## src/sv/tcb_pkg.sv

```systemverilog
package tcb_pkg;

   localparam int COLUMNS_DEF = 70;
   localparam int ROWS_DEF    = 26;

   localparam int CHAR_W     = 8;
   localparam int COL_W      = 7;
   localparam int ROW_W      = 5;
   localparam int CSR_IDX_W  = 2;
   localparam int CSR_DATA_W = 7;

   localparam logic [CHAR_W-1:0] CODE_BS         = 8'h08;
   localparam logic [CHAR_W-1:0] CODE_TAB        = 8'h09;
   localparam logic [CHAR_W-1:0] CODE_NL         = 8'h0a;
   localparam logic [CHAR_W-1:0] CODE_SPACE      = 8'h20;
   localparam logic [CHAR_W-1:0] CODE_LAST_PRINT = 8'h7f;
   localparam logic [CHAR_W-1:0] CODE_NULL       = 8'h00;

   localparam logic [CSR_DATA_W-1:0] TAB_FIRST_RST  = 7'd13;
   localparam logic [CSR_DATA_W-1:0] TAB_SECOND_RST = 7'd25;
   localparam logic [CSR_DATA_W-1:0] TAB_THIRD_RST  = 7'd32;

   typedef enum logic [CSR_IDX_W-1:0] {
      CSR_TAB_FIRST  = 2'd0,
      CSR_TAB_SECOND = 2'd1,
      CSR_TAB_THIRD  = 2'd2
   } csr_index_type;

   typedef enum logic [0:0] {
      OP_PUT  = 1'b0,
      OP_READ = 1'b1
   } op_type;

   typedef enum logic [2:0] {
      ST_CLEAR,
      ST_IDLE,
      ST_FILL,
      ST_CHECK,
      ST_SCROLL,
      ST_DONE
   } state_type;

   typedef struct packed {
      logic [CSR_DATA_W-1:0] first;
      logic [CSR_DATA_W-1:0] second;
      logic [CSR_DATA_W-1:0] third;
   } tab_stops_type;

endpackage

```

## src/sv/tcb_ctrl.sv

```systemverilog
module tcb_ctrl import tcb_pkg::*; #(
   parameter int COLUMNS = COLUMNS_DEF,
   parameter int ROWS    = ROWS_DEF
) (
   input  logic                                     clock,
   input  logic                                     reset,
   input  tab_stops_type                            tab_stops,
   input  logic                                     req_valid,
   output logic                                     req_stall,
   input  logic                                     req_operation,
   input  logic [CHAR_W-1:0]                        req_char_code,
   input  logic [COL_W-1:0]                         req_read_col,
   input  logic [ROW_W-1:0]                         req_read_row,
   output logic                                     rsp_valid,
   input  logic                                     rsp_stall,
   output logic [CHAR_W-1:0]                        rsp_cell_char,
   output logic [COL_W-1:0]                         rsp_cursor_col,
   output logic [ROW_W-1:0]                         rsp_cursor_row,
   output logic                                     rsp_scrolled,
   output logic                                     rsp_ignored,
   output logic                                     mem_wr_en,
   output logic [$clog2(ROWS)+$clog2(COLUMNS)-1:0]  mem_wr_addr,
   output logic [CHAR_W-1:0]                        mem_wr_data,
   output logic                                     mem_rd_en,
   output logic [$clog2(ROWS)+$clog2(COLUMNS)-1:0]  mem_rd_addr,
   input  logic [CHAR_W-1:0]                        mem_rd_data
);

   localparam int CAW = $clog2(COLUMNS);
   localparam int RW  = $clog2(ROWS);
   localparam int CNW = $clog2(COLUMNS + 1);
   localparam int RNW = $clog2(ROWS + 1);

   localparam logic [CNW-1:0] COL_END  = CNW'(COLUMNS);
   localparam logic [CNW-1:0] COL_LAST = CNW'(COLUMNS - 1);
   localparam logic [CAW-1:0] CNT_LAST = CAW'(COLUMNS - 1);
   localparam logic [RNW-1:0] ROW_END  = RNW'(ROWS);
   localparam logic [RNW-1:0] ROW_LAST = RNW'(ROWS - 1);
   localparam logic [RW-1:0]  PHY_LAST = RW'(ROWS - 1);

   function automatic logic [RW-1:0] phys_row(input logic [RW-1:0] base,
                                              input logic [RW-1:0] r);
      logic [RW:0] sum;
      sum = {1'b0, base} + {1'b0, r};
      if (sum >= (RW+1)'(ROWS)) begin
         sum = sum - (RW+1)'(ROWS);
      end
      return sum[RW-1:0];
   endfunction

   state_type         state_ff, state_in;
   logic [CNW-1:0]    col_ff, col_in;
   logic [RNW-1:0]    row_ff, row_in;
   logic [RW-1:0]     top_ff, top_in;
   logic [CNW-1:0]    fill_end_ff, fill_end_in;
   logic [CAW-1:0]    cnt_ff, cnt_in;
   logic [RW-1:0]     clr_row_ff, clr_row_in;
   logic [RW-1:0]     scr_row_ff, scr_row_in;
   logic              scrolled_ff, scrolled_in;
   logic              ignored_ff, ignored_in;
   logic              rd_hit_ff, rd_hit_in;
   logic              rsp_valid_ff, rsp_valid_in;
   logic [CHAR_W-1:0] rsp_cell_ff, rsp_cell_in;
   logic [COL_W-1:0]  rsp_col_ff, rsp_col_in;
   logic [ROW_W-1:0]  rsp_row_ff, rsp_row_in;
   logic              rsp_scrolled_ff, rsp_scrolled_in;
   logic              rsp_ignored_ff, rsp_ignored_in;

   logic [RW-1:0]     cur_phys;
   logic [CNW-1:0]    col_inc;
   logic [RNW-1:0]    row_inc;
   logic [7:0]        col8;
   logic [7:0]        tab_tgt;
   logic [CNW-1:0]    bs_col;
   logic [RNW-1:0]    bs_row;
   logic              rd_in_range;
   logic              printable;

   assign cur_phys    = phys_row(top_ff, RW'(row_ff));
   assign col_inc     = col_ff + CNW'(1);
   assign row_inc     = row_ff + RNW'(1);
   assign col8        = 8'(col_ff);
   assign rd_in_range = (int'(req_read_col) < COLUMNS) && (int'(req_read_row) < ROWS);
   assign printable   = (req_char_code >= CODE_SPACE) && (req_char_code <= CODE_LAST_PRINT);

   always_comb begin
      if (col8 < 8'(tab_stops.first)) begin
         tab_tgt = 8'(tab_stops.first);
      end else if (col8 < 8'(tab_stops.second)) begin
         tab_tgt = 8'(tab_stops.second);
      end else if (col8 < 8'(tab_stops.third)) begin
         tab_tgt = 8'(tab_stops.third);
      end else begin
         tab_tgt = col8;
      end
      if (tab_tgt > 8'(COLUMNS)) begin
         tab_tgt = 8'(COLUMNS);
      end
   end

   always_comb begin
      if (col_ff != '0) begin
         bs_col = col_ff - CNW'(1);
         bs_row = row_ff;
      end else begin
         bs_col = COL_LAST;
         bs_row = (row_ff != '0) ? row_ff - RNW'(1) : row_ff;
      end
   end

   always_comb begin
      state_in        = state_ff;
      col_in          = col_ff;
      row_in          = row_ff;
      top_in          = top_ff;
      fill_end_in     = fill_end_ff;
      cnt_in          = cnt_ff;
      clr_row_in      = clr_row_ff;
      scr_row_in      = scr_row_ff;
      scrolled_in     = scrolled_ff;
      ignored_in      = ignored_ff;
      rd_hit_in       = rd_hit_ff;
      rsp_valid_in    = rsp_valid_ff & rsp_stall;
      rsp_cell_in     = rsp_cell_ff;
      rsp_col_in      = rsp_col_ff;
      rsp_row_in      = rsp_row_ff;
      rsp_scrolled_in = rsp_scrolled_ff;
      rsp_ignored_in  = rsp_ignored_ff;
      mem_wr_en       = 1'b0;
      mem_wr_addr     = {cur_phys, col_ff[CAW-1:0]};
      mem_wr_data     = CODE_SPACE;
      mem_rd_en       = 1'b0;
      mem_rd_addr     = {phys_row(top_ff, RW'(req_read_row)), CAW'(req_read_col)};
      req_stall       = (state_ff != ST_IDLE);

      case (state_ff)
         ST_CLEAR: begin
            mem_wr_en   = 1'b1;
            mem_wr_addr = {clr_row_ff, cnt_ff};
            mem_wr_data = CODE_NULL;
            if (cnt_ff == CNT_LAST) begin
               cnt_in = '0;
               if (clr_row_ff == PHY_LAST) begin
                  state_in = ST_IDLE;
               end else begin
                  clr_row_in = clr_row_ff + RW'(1);
               end
            end else begin
               cnt_in = cnt_ff + CAW'(1);
            end
         end
         ST_IDLE: begin
            if (req_valid) begin
               scrolled_in = 1'b0;
               ignored_in  = 1'b0;
               rd_hit_in   = 1'b0;
               if (req_operation == OP_READ) begin
                  rd_hit_in = rd_in_range;
                  mem_rd_en = rd_in_range;
                  state_in  = ST_DONE;
               end else begin
                  case (req_char_code)
                     CODE_TAB: begin
                        if (col8 < tab_tgt) begin
                           fill_end_in = CNW'(tab_tgt);
                           state_in    = ST_FILL;
                        end else begin
                           state_in = ST_CHECK;
                        end
                     end
                     CODE_NL: begin
                        fill_end_in = COL_END;
                        state_in    = ST_FILL;
                     end
                     CODE_BS: begin
                        mem_wr_en   = 1'b1;
                        mem_wr_addr = {phys_row(top_ff, RW'(bs_row)), bs_col[CAW-1:0]};
                        col_in      = bs_col;
                        row_in      = bs_row;
                        state_in    = ST_CHECK;
                     end
                     default: begin
                        if (printable) begin
                           mem_wr_en   = 1'b1;
                           mem_wr_data = req_char_code;
                           col_in      = col_inc;
                           state_in    = ST_CHECK;
                        end else begin
                           ignored_in = 1'b1;
                           state_in   = ST_DONE;
                        end
                     end
                  endcase
               end
            end
         end
         ST_FILL: begin
            mem_wr_en = 1'b1;
            col_in    = col_inc;
            if (col_inc == fill_end_ff) begin
               state_in = ST_CHECK;
            end
         end
         ST_CHECK: begin
            state_in = ST_DONE;
            if (col_ff >= COL_END) begin
               col_in = '0;
               row_in = row_inc;
               if (row_inc >= ROW_END) begin
                  row_in      = ROW_LAST;
                  scrolled_in = 1'b1;
                  scr_row_in  = top_ff;
                  top_in      = (top_ff == PHY_LAST) ? '0 : top_ff + RW'(1);
                  cnt_in      = '0;
                  state_in    = ST_SCROLL;
               end
            end
         end
         ST_SCROLL: begin
            mem_wr_en   = 1'b1;
            mem_wr_addr = {scr_row_ff, cnt_ff};
            if (cnt_ff == CNT_LAST) begin
               cnt_in   = '0;
               state_in = ST_DONE;
            end else begin
               cnt_in = cnt_ff + CAW'(1);
            end
         end
         ST_DONE: begin
            if (!rsp_valid_ff || !rsp_stall) begin
               rsp_valid_in    = 1'b1;
               rsp_cell_in     = rd_hit_ff ? mem_rd_data : CODE_NULL;
               rsp_col_in      = COL_W'(col_ff);
               rsp_row_in      = ROW_W'(row_ff);
               rsp_scrolled_in = scrolled_ff;
               rsp_ignored_in  = ignored_ff;
               state_in        = ST_IDLE;
            end
         end
         default: begin
            state_in = ST_IDLE;
         end
      endcase
   end

   always_ff @(posedge clock) begin
      if (reset) begin
         state_ff     <= ST_CLEAR;
         col_ff       <= '0;
         row_ff       <= '0;
         top_ff       <= '0;
         cnt_ff       <= '0;
         clr_row_ff   <= '0;
         rsp_valid_ff <= 1'b0;
      end else begin
         state_ff     <= state_in;
         col_ff       <= col_in;
         row_ff       <= row_in;
         top_ff       <= top_in;
         cnt_ff       <= cnt_in;
         clr_row_ff   <= clr_row_in;
         rsp_valid_ff <= rsp_valid_in;
      end
   end

   always_ff @(posedge clock) begin
      fill_end_ff     <= fill_end_in;
      scr_row_ff      <= scr_row_in;
      scrolled_ff     <= scrolled_in;
      ignored_ff      <= ignored_in;
      rd_hit_ff       <= rd_hit_in;
      rsp_cell_ff     <= rsp_cell_in;
      rsp_col_ff      <= rsp_col_in;
      rsp_row_ff      <= rsp_row_in;
      rsp_scrolled_ff <= rsp_scrolled_in;
      rsp_ignored_ff  <= rsp_ignored_in;
   end

   assign rsp_valid      = rsp_valid_ff;
   assign rsp_cell_char  = rsp_cell_ff;
   assign rsp_cursor_col = rsp_col_ff;
   assign rsp_cursor_row = rsp_row_ff;
   assign rsp_scrolled   = rsp_scrolled_ff;
   assign rsp_ignored    = rsp_ignored_ff;

endmodule

```

## config.mk

```make
export PLATFORM = sky130hd
export DESIGN_NAME = tcb_ctrl
export DESIGN_NICKNAME = d
export VERILOG_FILES = /design/src/sv/tcb_pkg.sv /design/src/sv/tcb_ctrl.sv
export SDC_FILE = /design/constraint.sdc
export NUM_CORES = 1
export LEC_CHECK = 0
export ABC_CLOCK_PERIOD_IN_PS = 4770
export BUFFER_PORTS_ARGS = -buffer_cell sky130_fd_sc_hd__buf_2
export CAP_MARGIN = 25
export CORE_UTILIZATION = 45
export DETAILED_ROUTE_END_ITERATION = 6
export PLACE_DENSITY = 0.67
export SLEW_MARGIN = 40
export SYNTH_ARGS = -nofsm -noshare
export SYNTH_HDL_FRONTEND = slang
export SYNTH_SLANG_ARGS = --single-unit
```

## constraint.sdc

```tcl
create_clock -name clock -period 4.77 [get_ports clock]
set_input_delay 0.2385 -clock clock [delete_from_list [all_inputs] [get_ports clock]]
set_output_delay 0.2385 -clock clock [all_outputs]
set_load 0.01 [all_outputs]
```

# Word-level counts from Yosys, hierarchy flattened
# Cells that the tools add are included.
dict set report totals {
  input_bits 54
  regBits 70
  output_inout_bits 58
  wordCells 166
}
dict set report classes {
  order_cmp 14
  add_sub_neg 13
  n_eq_ne 26
  bitwise 3
  mux 66
  n_reduce_logical 27
}
# op count
set op_table {}
lappend op_table {{2-to-1 mux 7 bit} 12}
lappend op_table {{2-to-1 mux 5 bit} 11}
lappend op_table {{one-hot mux 7 bit (2 select lines)} 3}
lappend op_table {{2-to-1 mux 8 bit} 5}
lappend op_table {{2-to-1 mux 12 bit} 3}
lappend op_table {{one-hot mux 12 bit (3 select lines)} 1}
lappend op_table {{== test 8 x 4 -> 1 bit, second input constant} 3}
lappend op_table {{2-to-1 mux 3 bit} 8}
lappend op_table {{!= test 2 bit, second input constant} 12}
lappend op_table {{< comparator 7 bit} 3}
lappend op_table {{one-hot mux 7 bit (3 select lines)} 1}
lappend op_table {{adder 5 x 5 -> 6 bit} 3}
lappend op_table {{>= comparator 6 x 5 -> 1 bit, second input constant} 3}
lappend op_table {{one-hot mux 3 bit (6 select lines)} 1}
lappend op_table {{one-hot mux 8 bit (2 select lines)} 1}
lappend op_table {{adder 5 x 1 -> 5 bit, second input constant} 3}
lappend op_table {{2-to-1 mux 1 bit} 15}
lappend op_table {{subtractor 5 bit, second input constant} 3}
lappend op_table {{adder 7 x 1 -> 7 bit, second input constant} 2}
lappend op_table {{AND reduction 6 bit} 2}
lappend op_table {{== test 5 bit, second input constant} 2}
lappend op_table {{one-hot mux 5 bit (2 select lines)} 1}
lappend op_table {{AND reduction 5 bit} 2}
lappend op_table {{one-hot mux 3 bit (3 select lines)} 1}
lappend op_table {{34 further kinds} 48}

# Depth between registers and ports, before layout
# Gate-level depths: netlist of the first run.
dict set report depth {
  word_depth 12
  depth_mapped 19
  mapped_depth_nobuf 18
}

# Worst setup path before layout of the first run
# No wires, ideal clock.
dict set report synth_timing {
  path_type {register to output}
  start {register col_ff[3]}
  end {output mem_wr_addr[8]}
  stages_incl_launch_ff 17
  t_required_ps 4532
  setup_slack_ps 766
  path_buffers 1
  arrival_time_ps 3765
  path_cell_list {dfxtp_1 -> clkbuf_1 -> or3_1 -> nor3_2 -> o41a_1 -> xnor2_1 -> ha_1 -> inv_1 -> fa_1 -> inv_1 -> a21oi_1 -> o21bai_1 -> xnor2_1 -> o21ai_0 -> xor2_1 -> o221a_2 -> a21oi_1}
}
dict set report synth_between {
  elab_chain_cells 9
  elab_cells_between_ends 10
  cone_classes {add/sub: 2; order compare: 1; mux: 6; reduce/logical: 1}
}
# element line_no
set synth_lines {}
lappend synth_lines {{from (decl)} tcb_ctrl.sv:52} ;# logic [CNW-1:0] col_ff, col_in;
lappend synth_lines {{from (signal assigned)} tcb_ctrl.sv:257} ;# col_ff <= col_in;
lappend synth_lines {{nonzero test 7 bit *} tcb_ctrl.sv:102} ;# if (col_ff != '0) begin
lappend synth_lines {{2-to-1 mux 5 bit *} tcb_ctrl.sv:102}
lappend synth_lines {{adder 5 x 5 -> 6 bit *} tcb_ctrl.sv:44} ;# sum = {1'b0, base} + {1'b0, r};
lappend synth_lines {{subtractor 5 bit / >= comparator 6 x 5 -> 1 bit (equally long branches)} {tcb_ctrl.sv:46, tcb_ctrl.sv:45}}
lappend synth_lines {{2-to-1 mux 5 bit *} tcb_ctrl.sv:45} ;# if (sum >= (RW+1)'(ROWS)) begin
lappend synth_lines {{2-to-1 mux 12 bit *} tcb_ctrl.sv:162} ;# case (req_char_code)
lappend synth_lines {{2-to-1 mux 12 bit *} tcb_ctrl.sv:157} ;# if (req_operation == OP_READ) begin
lappend synth_lines {{2-to-1 mux 12 bit *} tcb_ctrl.sv:153} ;# if (req_valid) begin
lappend synth_lines {{one-hot mux 12 bit (3 select lines) *} tcb_ctrl.sv:136} ;# case (state_ff)
lappend synth_lines {{to (decl)} tcb_ctrl.sv:22} ;# output logic [$clog2(ROWS)+$clog2(COLUMNS)-1:0] mem_wr_addr,
# Mark *: on every way between the ends. The rest lies on a longest branch, timed or not.

# Worst setup path in the final report of the first run
dict set report layout_timing {
  start {register col_ff[5]}
  end {output mem_wr_addr[8]}
}
# Same word-level chain as after synthesis.

==> results.tsv, run 1 <==
stage	metric	value	unit
routing	first-pass iteration count of the detailed router	6	
logic_synthesis	Cells after Synth	668	
sta	post-route clock period utilization	91.6	%
sta	crit path time final	4.37	ns
power	switching share of power	23.2	%
floorplan	Initial Utilization	46.8	%
logic_synthesis	Post-synth EDFFs	37	
routing	met3 wire len	1260	microns
clock_tree	H-tree Lvls	3	
worst_setup_path	Req. time, crit path	4.53	ns
sta	Highest Clock Rate	0.229	GHz
placed_design	Detail Placement HPWL	11900	microns
placed_design	DP Area	6360	sq um
logic_synthesis	part of the Yosys area used for sequential elements	31.1	%
floorplan	I/O pin cnt	112	
power	combinational share of power	8.4	%
worst_setup_path	reg2reg end	state_ff[0]$_SDFFE_PP0P_	
floorplan	total die area	13100	sq um
routing	top layer in use	met4	
clock_tree	post-CTS setup buffers	0	
placed_design	Post-Place Cells	919	
logic_synthesis	ys async rst share	0	%
sta	RSZ-0062 raised after global routing	no	
clock_tree	cts repair resizes	0	
final_layout	Design Area, Final	6670	sq um
worst_setup_path	Crit. End Element	output pin	
logic_synthesis	main flop type after synthesis	edfxtp_1	
final_layout	fin nets	873	
clock_tree	clk buf depth	2	
worst_setup_path	maximum fanout along the worst path	9	
worst_setup_path	Crit Path Class	flop to output pin	
power	PwrDens	213	nW/um^2
logic_synthesis	Syn Nets	779	
sta	Worst-Margin Slew	0.766	ns
final_layout	Cell Count, Final, Fillers Out	935	
sta	Final setup viols	0	
routing	Final ANT Viol Nets	0	
power	peak supply drop	240	uV
global_route	first-pass GRT wire length	25000	microns
hold_path	Min-Delay Path Class	primary input to flop	
sta	Layout Skew	0.00329	ns
placed_design	Port Buffer Count	108	
power	leakage power	2.95	nW
clock_tree	Worst-path clk slew	0.06	ns
sta	Max transition margin	48.5	%
routing	DRC	0	
worst_setup_path	Startpoint Class	flop	
clock_tree	CTS Buf Count	9	
floorplan	# rows	40	
clock_tree	clk root buf	clkbuf_16	
routing	1st-iter DRT viols	421	
logic_synthesis	Yosys cell types	63	
logic_synthesis	Synth Cell Area	5690	sq um
floorplan	Die Ht	114	microns
worst_setup_path	Worst R2R Path Depth	18	
job	Max-Cap Viols	0	
worst_setup_path	Worst R2R Setup Slack	0.52	ns
power	Sw Pwr	329	uW
power	Seq pwr share	44.8	%
routing	WL per Instance	16.4	microns
routing	Avg Vias per Cell	5.70	
global_route	grt ovf	0	
logic_synthesis	Ys Warns	0	
floorplan	Horiz. Die Dim	114	microns
sta	final hold vios	0	
global_route	vias in the first global route	5074	
final_layout	commonest non-fill, non-tap cell in the layout	buf_2	
clock_tree	# hold bufs at CTS	0	
worst_setup_path	Critical Path End	mem_wr_addr[8]	
global_route	initial antenna violation count	0	
routing	total routed wirelength	15300	microns
sta	max-slew violations	0	
global_route	Total GRT Usage	24.4	%
outcome	run status	completed	
routing	wl on met1	6940	microns
final_layout	Area Overhead vs Synth	17.2	%
final_layout	most frequent cells in the layout	108 x buf_2, 67 x nor2_1, 54 x ha_1	
worst_setup_path	Worst R2R Start	col_ff[4]$_SDFFE_PP0P_	
power	clock share of power	46.7	%
clock_tree	clock sink count	70	
placed_design	Placer Congestion	0.884	
floorplan	area of the core	12200	sq um
worst_setup_path	worst setup path start	col_ff[5]$_SDFFE_PP0P_	
clock_tree	Clock Latency Late Sink	0.34	ns
clock_tree	CTS tree	yes	
sta	worst hold margin	0.183	ns
sta	setup TNS	0	ns
routing	via count	5330	
global_route	largest net degree at the start of global routing	23	
routing	WL met2	6770	microns
power	Int Pwr	1.09	mW
worst_setup_path	data arrival time of the critical path	4.13	ns
logic_synthesis	number of synthesized register bits	70	
final_layout	layout cells sized above 1	18.8	%
logic_synthesis	Avg Cell Area, Syn	8.52	sq um
final_layout	Antenna Cells	0	
registers in the layout, summed over array words and instances, names as in the netlist:
register and flops:
clr_row_ff 5, cnt_ff 7, col_ff 7, fill_end_ff 7, ignored_ff 1, rd_hit_ff 1
row_ff 5, rsp_cell_char 8, rsp_cursor_col 7, rsp_cursor_row 5, rsp_ignored 1, rsp_scrolled 1
rsp_valid 1, scr_row_ff 5, scrolled_ff 1, state_ff 3, top_ff 5
layout make-up:
type,instances,area [sq um]
fill,1137,5490
multi-input combinational,514,3590
sequential,70,1770
timing repair buffer,117,608
clock buffer,9,225
tap,168,210
inverter,50,188
clock inverter,7,72.6
synth_stat cells (all sizes together), types with 10 or more instances:
cell type	number	share of area (%)
a211oi	14	1.8
a21oi	38	3.3
a31oi	10	1.1
and2	17	1.9
and3	12	1.3
buf	13	1.6
clkbuf	21	1.4
dfxtp	33	12
edfxtp	37	20
ha	54	12
inv	49	3.2
mux2i	11	1.9
nand2	46	3.0
nand3	17	1.5
nand4	10	1.1
nor2	68	4.5
nor2b	12	1.3
nor3	17	1.6
o21ai	34	3.0
xnor2	25	3.8
xor2	21	3.2
how the worst min path moves through the flow:
stage,slack [ns],endpoint,start,cells past startpoint
after global placement,0.40,rsp_ignored$_DFFE_PP_,ignored_ff$_SDFFCE_PP0P_,0
after floorplan,0.37,rsp_valid$_SDFF_PP0_,rsp_stall,2
final,0.18,rsp_cell_char[7]$_SDFFCE_PN0P_,mem_rd_data[7],2
after detailed placement,0.41,rsp_scrolled$_DFFE_PP_,scrolled_ff$_DFFE_PP_,0
after CTS,0.17,rsp_cell_char[3]$_SDFFCE_PN0P_,mem_rd_data[3],2
after global routing,0.19,rsp_cell_char[3]$_SDFFCE_PN0P_,mem_rd_data[3],2
metal layers:
layer	track usage (%)	up-vias
met3	5.24	30
met5	0	-
met1	32.9	2459
met2	38.7	235
met4	8.40	0
li1	-	2606
kinds of logic after synthesis:
| family | after synthesis | synth area share, % |
|---|---|---|
| compound gates | 167 | 20.3 |
| buf+inv | 84 | 6.27 |
| fa+ha+maj | 57 | 12.9 |
| xor+xnor | 46 | 7.08 |
| other cells | 1 | 0.0659 |
| flops | 70 | 31.1 |
| simple gates | 232 | 20.3 |
| mux | 11 | 1.93 |
worst max-delay path, stage by stage (launching register included):
cell and delay (ns):
dfxtp_1 0.40, or3_1 0.43, nor3_2 0.17, buf_4 0.19, o41a_1 0.26, nand2_1 0.07, a21boi_0 0.14, ha_1 0.31
a21o_1 0.17, a21oi_1 0.22, xnor2_1 0.21, nand2_1 0.13, o21ai_1 0.33, xor2_1 0.13, o221a_2 0.28, a21oi_1 0.17
buf_2 0.16
per-stage QoR:
| stage | power, mW | setup slack, ns | utilization [%] |
|---|---|---|---|
| floorplan | 0.718 | 0.766 | - |
| global placement | 0.763 | 0.653 | 52.2 |
| detailed placement | 0.767 | 0.448 | 52.3 |
| CTS | 1.43 | 0.149 | 54.8 |
| global route | 1.47 | 0.0604 | 54.9 |
| finish | 1.42 | 0.401 | 54.9 |
power by group through the flow:
stage	Combinational (mW)	Clock, mW	Sequential [mW]
6_report	0.120	0.663	0.636
2_1_floorplan	0.0703	0	0.648
4_1_cts	0.119	0.674	0.636
5_1_grt	0.133	0.700	0.636
3_5_place_dp	0.118	0	0.649
3_3_place_gp	0.114	0	0.649
Note: power is estimated with default switching activity, not from simulation.
==> inputs of run 2 (changes only) <==
--- a/config.mk
+++ b/config.mk
@@ -8,6 +8,7 @@
 export ABC_CLOCK_PERIOD_IN_PS = 4770
 export BUFFER_PORTS_ARGS = -buffer_cell sky130_fd_sc_hd__buf_2
 export CAP_MARGIN = 25
+export CORE_ASPECT_RATIO = 1.4
 export CORE_UTILIZATION = 45
 export DETAILED_ROUTE_END_ITERATION = 6
 export PLACE_DENSITY = 0.67
==> results.tsv, run 2 (synthesis gave the netlist of run 1 again) <==
stage	metric	value	unit
worst_setup_path	Req. time, crit path	5.00	ns
clock_tree	CTS Buf Count	9	
final_layout	Antenna Cells	0	
clock_tree	cts repair resizes	0	
worst_setup_path	data arrival time of the critical path	4.62	ns
clock_tree	clk root buf	clkbuf_16	
power	PwrDens	229	nW/um^2
job	Max-Cap Viols	0	
global_route	first-pass GRT wire length	25300	microns
clock_tree	# hold bufs at CTS	0	
clock_tree	clock sink count	70	
clock_tree	post-CTS setup buffers	0	
routing	Avg Vias per Cell	5.91	
worst_setup_path	Startpoint Class	flop	
routing	Final ANT Viol Nets	0	
routing	total routed wirelength	15900	microns
global_route	vias in the first global route	5184	
clock_tree	Clock Latency Late Sink	0.34	ns
floorplan	total die area	13100	sq um
global_route	Total GRT Usage	24.4	%
global_route	grt ovf	0	
worst_setup_path	Crit. End Element	flop	
routing	WL per Instance	17.3	microns
sta	crit path time final	4.39	ns
sta	Final setup viols	0	
clock_tree	CTS tree	yes	
sta	RSZ-0062 raised after global routing	no	
routing	first-pass iteration count of the detailed router	5	
routing	DRC	0	
power	leakage power	2.96	nW
floorplan	area of the core	12300	sq um
sta	Highest Clock Rate	0.228	GHz
final_layout	most frequent cells in the layout	108 x buf_2, 68 x nor2_1, 54 x ha_1	
outcome	run status	completed	
placed_design	Port Buffer Count	108	
sta	setup TNS	0	ns
floorplan	Horiz. Die Dim	97.1	microns
floorplan	Die Ht	135	microns
power	peak supply drop	172	uV
clock_tree	H-tree Lvls	3	
sta	max-slew violations	0	
placed_design	Post-Place Cells	900	
final_layout	fin nets	872	
placed_design	Placer Congestion	0.907	
global_route	largest net degree at the start of global routing	21	
floorplan	I/O pin cnt	112	
final_layout	utilization after layout	54.2	%
worst_setup_path	maximum fanout along the worst path	12	
sta	Max transition margin	49.0	%
routing	via count	5414	
placed_design	DP Area	6320	sq um
final_layout	Design Area, Final	6670	sq um
hold_path	Min-Delay Path Class	primary input to flop	
worst_setup_path	Crit Path Class	flop to flop	
sta	post-route clock period utilization	92.1	%
final_layout	Cell Count, Final, Fillers Out	916	
clock_tree	Worst-path clk slew	0.06	ns
floorplan	Initial Utilization	46.2	%
global_route	initial antenna violation count	0	
sta	Layout Skew	0.0111	ns
final_layout	Area Overhead vs Synth	17.2	%
sta	final hold vios	0	
placed_design	Detail Placement HPWL	12200	microns
final_layout	filler cell count	1117	
clock_tree	clk buf depth	2	
floorplan	# rows	48	
sta	worst hold margin	0.169	ns
final_layout	commonest non-fill, non-tap cell in the layout	buf_2	
final_layout	layout cells sized above 1	18.4	%
routing	1st-iter DRT viols	405	
sta	Worst-Margin Slew	0.759	ns
final_layout	Largest register FFs	8	
## run 2: cell count changes in the layout (fill, tap and decap cells not counted), sizes merged
cell / previous run / this run
clkinv: 4 / 2
buf: 117 / 116
inv: 51 / 52
clkinvlp: 1 / 0
clkbuf: 9 / 10
bufinv: 1 / 2
## run 2: worst paths after layout
kind | from | to | slack (ns) | depth (start not counted)
setup / recovery | col_ff[5]$_SDFFE_PP0P_ | state_ff[0]$_SDFFE_PP0P_ | 0.38 | 17
hold / removal | rsp_stall | rsp_valid$_SDFF_PP0_ | 0.17 | 3
setup reg to reg | col_ff[5]$_SDFFE_PP0P_ | state_ff[0]$_SDFFE_PP0P_ | 0.38 | 17
hold reg to reg | scrolled_ff$_DFFE_PP_ | rsp_scrolled$_DFFE_PP_ | 0.42 | 0
## run 2: area by class of cell
| cell class | count | area (sq um) | share of cell area (%) |
|---|---|---|---|
| Timing Repair Buffer | 116 | 601 | 9.00 |
| Clock buffer | 10 | 250 | 3.75 |
| Inverter | 50 | 188 | 2.81 |
| Multi-Input combinational cell | 514 | 3580 | 53.6 |
| Sequential cell | 70 | 1770 | 26.6 |
| Tap cell | 150 | 188 | 2.81 |
| Clock inverter | 6 | 97.6 | 1.46 |
## run 2: power breakdown
group          switching, mW  total (mW)  internal (mW)
clock network          0.279       0.776          0.498
logic                 0.0651       0.116         0.0506
registers            0.00324       0.636          0.632
total                  0.347        1.53           1.18
## run 2: metal layers
| metal | share of wire [%] | vias to the layer above | track usage [%] |
|---|---|---|---|
| li1 | - | 2604 | - |
| met1 | 40 | 2501 | 28.0 |
| met2 | 50 | 255 | 42.9 |
| met3 | 5.7 | 54 | 3.83 |
| met4 | 4.5 | 0 | 14.6 |
| met5 | 0 | - | 0 |
## run 2: metrics by stage
step | setup WS (ns) | power (mW)
finish | 0.379 | 1.53
global route | 0.0236 | 1.57
global placement | 0.679 | 0.760
floorplan | 0.766 | 0.718
detailed placement | 0.558 | 0.764
CTS | 0.237 | 1.54
## run 2: critical path, stage by stage (launching register included)
cell and delay [ns]:
dfxtp_1 0.64, ha_1 0.28, o21ai_0 0.17, o21bai_1 0.27, a21o_1 0.28, a211oi_1 0.12
o31ai_1 0.68, nor3_1 0.09, nor2_1 0.23, nor2_1 0.08, ha_1 0.21, a21oi_1 0.13
nor2_1 0.07, o41ai_1 0.42, nand2_1 0.17, nor3b_1 0.22, a221o_1 0.16, a21oi_1 0.06
==> inputs of run 3 (changes only) <==
--- a/config.mk
+++ b/config.mk
@@ -5,11 +5,12 @@
 export SDC_FILE = /design/constraint.sdc
 export NUM_CORES = 1
 export LEC_CHECK = 0
-export ABC_CLOCK_PERIOD_IN_PS = 4770
+export ABC_CLOCK_PERIOD_IN_PS = 5320
 export BUFFER_PORTS_ARGS = -buffer_cell sky130_fd_sc_hd__buf_2
 export CAP_MARGIN = 25
 export CORE_ASPECT_RATIO = 1.4
 export CORE_UTILIZATION = 45
+export CTS_CLUSTER_SIZE = 24
 export DETAILED_ROUTE_END_ITERATION = 6
 export PLACE_DENSITY = 0.67
 export SLEW_MARGIN = 40
==> constraint.sdc (replaced) <==
create_clock -name clock -period 5.32 [get_ports clock]
set_input_delay 0.266 -clock clock [delete_from_list [all_inputs] [get_ports clock]]
set_output_delay 0.266 -clock clock [all_outputs]
set_load 0.01 [all_outputs]
==> results.tsv, run 3 (synthesis gave the netlist of run 1 again) <==
stage	metric	value	unit
global_route	Total GRT Usage	24.2	%
hold_path	Hold Crit Depth	3	
clock_tree	H-tree Lvls	3	
clock_tree	Clock Latency Late Sink	0.34	ns
worst_setup_path	Req. time, crit path	5.05	ns
clock_tree	clk root buf	clkbuf_16	
hold_path	hold endpoint	rsp_valid$_SDFF_PP0_	
hold_path	min-delay src	rsp_stall	
worst_setup_path	worst setup path start	col_ff[3]$_SDFFE_PP0P_	
sta	max-slew violations	0	
routing	1st-iter DRT viols	337	
global_route	first-pass GRT wire length	25300	microns
final_layout	layout cells sized above 1	18.1	%
floorplan	Die Ht	135	microns
power	PwrDens	195	nW/um^2
placed_design	Post-Place Cells	896	
sta	Layout Skew	0.00482	ns
floorplan	I/O pin cnt	112	
global_route	initial antenna violation count	0	
routing	first-pass iteration count of the detailed router	5	
placed_design	Detail Placement HPWL	12100	microns
final_layout	Design Area, Final	6610	sq um
placed_design	Port Buffer Count	108	
power	Int Pwr	986	uW
floorplan	# rows	48	
clock_tree	# hold bufs at CTS	0	
worst_setup_path	data arrival time of the critical path	4.57	ns
final_layout	Cell Count, Final, Fillers Out	912	
floorplan	area of the core	12300	sq um
final_layout	Largest register FFs	8	
job	Max-Cap Viols	0	
power	Seq pwr share	44.3	%
final_layout	utilization after layout	53.7	%
power	peak supply drop	142	uV
floorplan	total die area	13100	sq um
routing	Avg Vias per Cell	5.86	
worst_setup_path	Crit Path Class	flop to output pin	
sta	setup TNS	0	ns
clock_tree	clock sink count	70	
power	combinational share of power	8.0	%
clock_tree	clk buf depth	2	
sta	Max transition margin	46.7	%
global_route	grt ovf	0	
sta	Highest Clock Rate	0.207	GHz
final_layout	fin nets	868	
routing	DRC	0	
power	switching share of power	23.3	%
clock_tree	post-CTS setup buffers	0	
worst_setup_path	reg2reg end	state_ff[0]$_SDFFE_PP0P_	
final_layout	most frequent cells in the layout	108 x buf_2, 67 x nor2_1, 54 x ha_1	
sta	post-route clock period utilization	90.9	%
power	clock share of power	47.6	%
routing	via count	5344	
global_route	vias in the first global route	5162	
final_layout	Antenna Cells	0	
power	Sw Pwr	300	uW
sta	Final setup viols	0	
final_layout	commonest non-fill, non-tap cell in the layout	buf_2	
floorplan	Initial Utilization	46.2	%
routing	total routed wirelength	15700	microns
power	leakage power	2.93	nW
worst_setup_path	Crit. End Element	output pin	
worst_setup_path	Worst R2R Setup Slack	0.79	ns
sta	crit path time final	4.83	ns
clock_tree	CTS Buf Count	9	
routing	WL per Instance	17.2	microns
worst_setup_path	Startpoint Class	flop	
worst_setup_path	Worst R2R Path Depth	17	
worst_setup_path	maximum fanout along the worst path	15	
worst_setup_path	Worst R2R Start	col_ff[3]$_SDFFE_PP0P_	
placed_design	DP Area	6290	sq um
clock_tree	CTS tree	yes	
routing	Final ANT Viol Nets	0	
sta	Worst-Margin Slew	0.792	ns
clock_tree	Worst-path clk slew	0.06	ns
clock_tree	cts repair resizes	0	
placed_design	Placer Congestion	0.915	
final_layout	Area Overhead vs Synth	16.1	%
hold_path	Min-Delay Path Class	primary input to flop	
sta	final hold vios	0	
outcome	run status	completed	
sta	RSZ-0062 raised after global routing	no	
global_route	largest net degree at the start of global routing	21	
floorplan	Horiz. Die Dim	97.1	microns
[run 3: cell types whose count changed in the layout (fill, tap and decap cells not counted), sizes merged]
cell	delta
buf	-4
inv	-2
clkbuf	+1
clkinv	+3
bufinv	-2
[run 3: how the worst max path moves through the flow]
stage          slack (ns)  cells past startpoint              to
3_5_place_dp         0.91                     17  mem_wr_addr[8]
4_1_cts              0.52                     17  mem_wr_addr[8]
2_1_floorplan        1.29                     16  mem_wr_addr[8]
5_1_grt              0.20                     16  mem_wr_addr[8]
6_report             0.49                     17  mem_wr_addr[8]
3_3_place_gp         0.94                     17  mem_wr_addr[8]
[run 3: final cells by class]
| class | count | area, sq um |
|---|---|---|
| fill | 1149 | 5700 |
| multi-input combinational | 514 | 3580 |
| sequential | 70 | 1770 |
| timing repair buffer | 112 | 571 |
| clock buffer | 11 | 275 |
| inverter | 50 | 188 |
| tap | 150 | 188 |
| clock inverter | 5 | 36.3 |
[run 3: per-layer routing]
layer  vias up  track usage, %  part of all wire (%)
met5         -               0                     0
met4         0            12.9                   4.1
met3        55            4.04                   5.6
met2       225            43.2                    50
met1      2468            27.7                    40
li1       2596               -                     -
[run 3: metrics by stage]
stage | hold WS (ns) | total power, mW | worst slack, ns
6_report | 0.210 | 1.29 | 0.486
5_1_grt | 0.195 | 1.33 | 0.198
4_1_cts | 0.197 | 1.30 | 0.522
3_5_place_dp | 0.406 | 0.684 | 0.913
3_3_place_gp | 0.406 | 0.681 | 0.943
2_1_floorplan | 0.400 | 0.644 | 1.29
[run 3: critical path, cell delays in order (launching register included)]
cell and delay, ns:
dfxtp_1 0.55, or3_1 0.54, nor3_2 0.16, buf_4 0.19, o41a_1 0.27, xnor2_1 0.16, ha_1 0.22, inv_1 0.06
fa_1 0.39, inv_1 0.07, a21oi_1 0.06, o21bai_1 0.22, xnor2_1 0.09, o21ai_0 0.48, xor2_1 0.16, o221a_2 0.30
a21oi_1 0.14, buf_2 0.16
[run 3: power groups by stage]
| stage | clock network, mW | logic, mW | registers, mW |
|---|---|---|---|
| after detailed placement | 0 | 0.103 | 0.582 |
| after global routing | 0.649 | 0.116 | 0.570 |
| after CTS | 0.627 | 0.103 | 0.570 |
| after floorplan | 0 | 0.0630 | 0.581 |
| after global placement | 0 | 0.0997 | 0.582 |
| final | 0.613 | 0.103 | 0.570 |
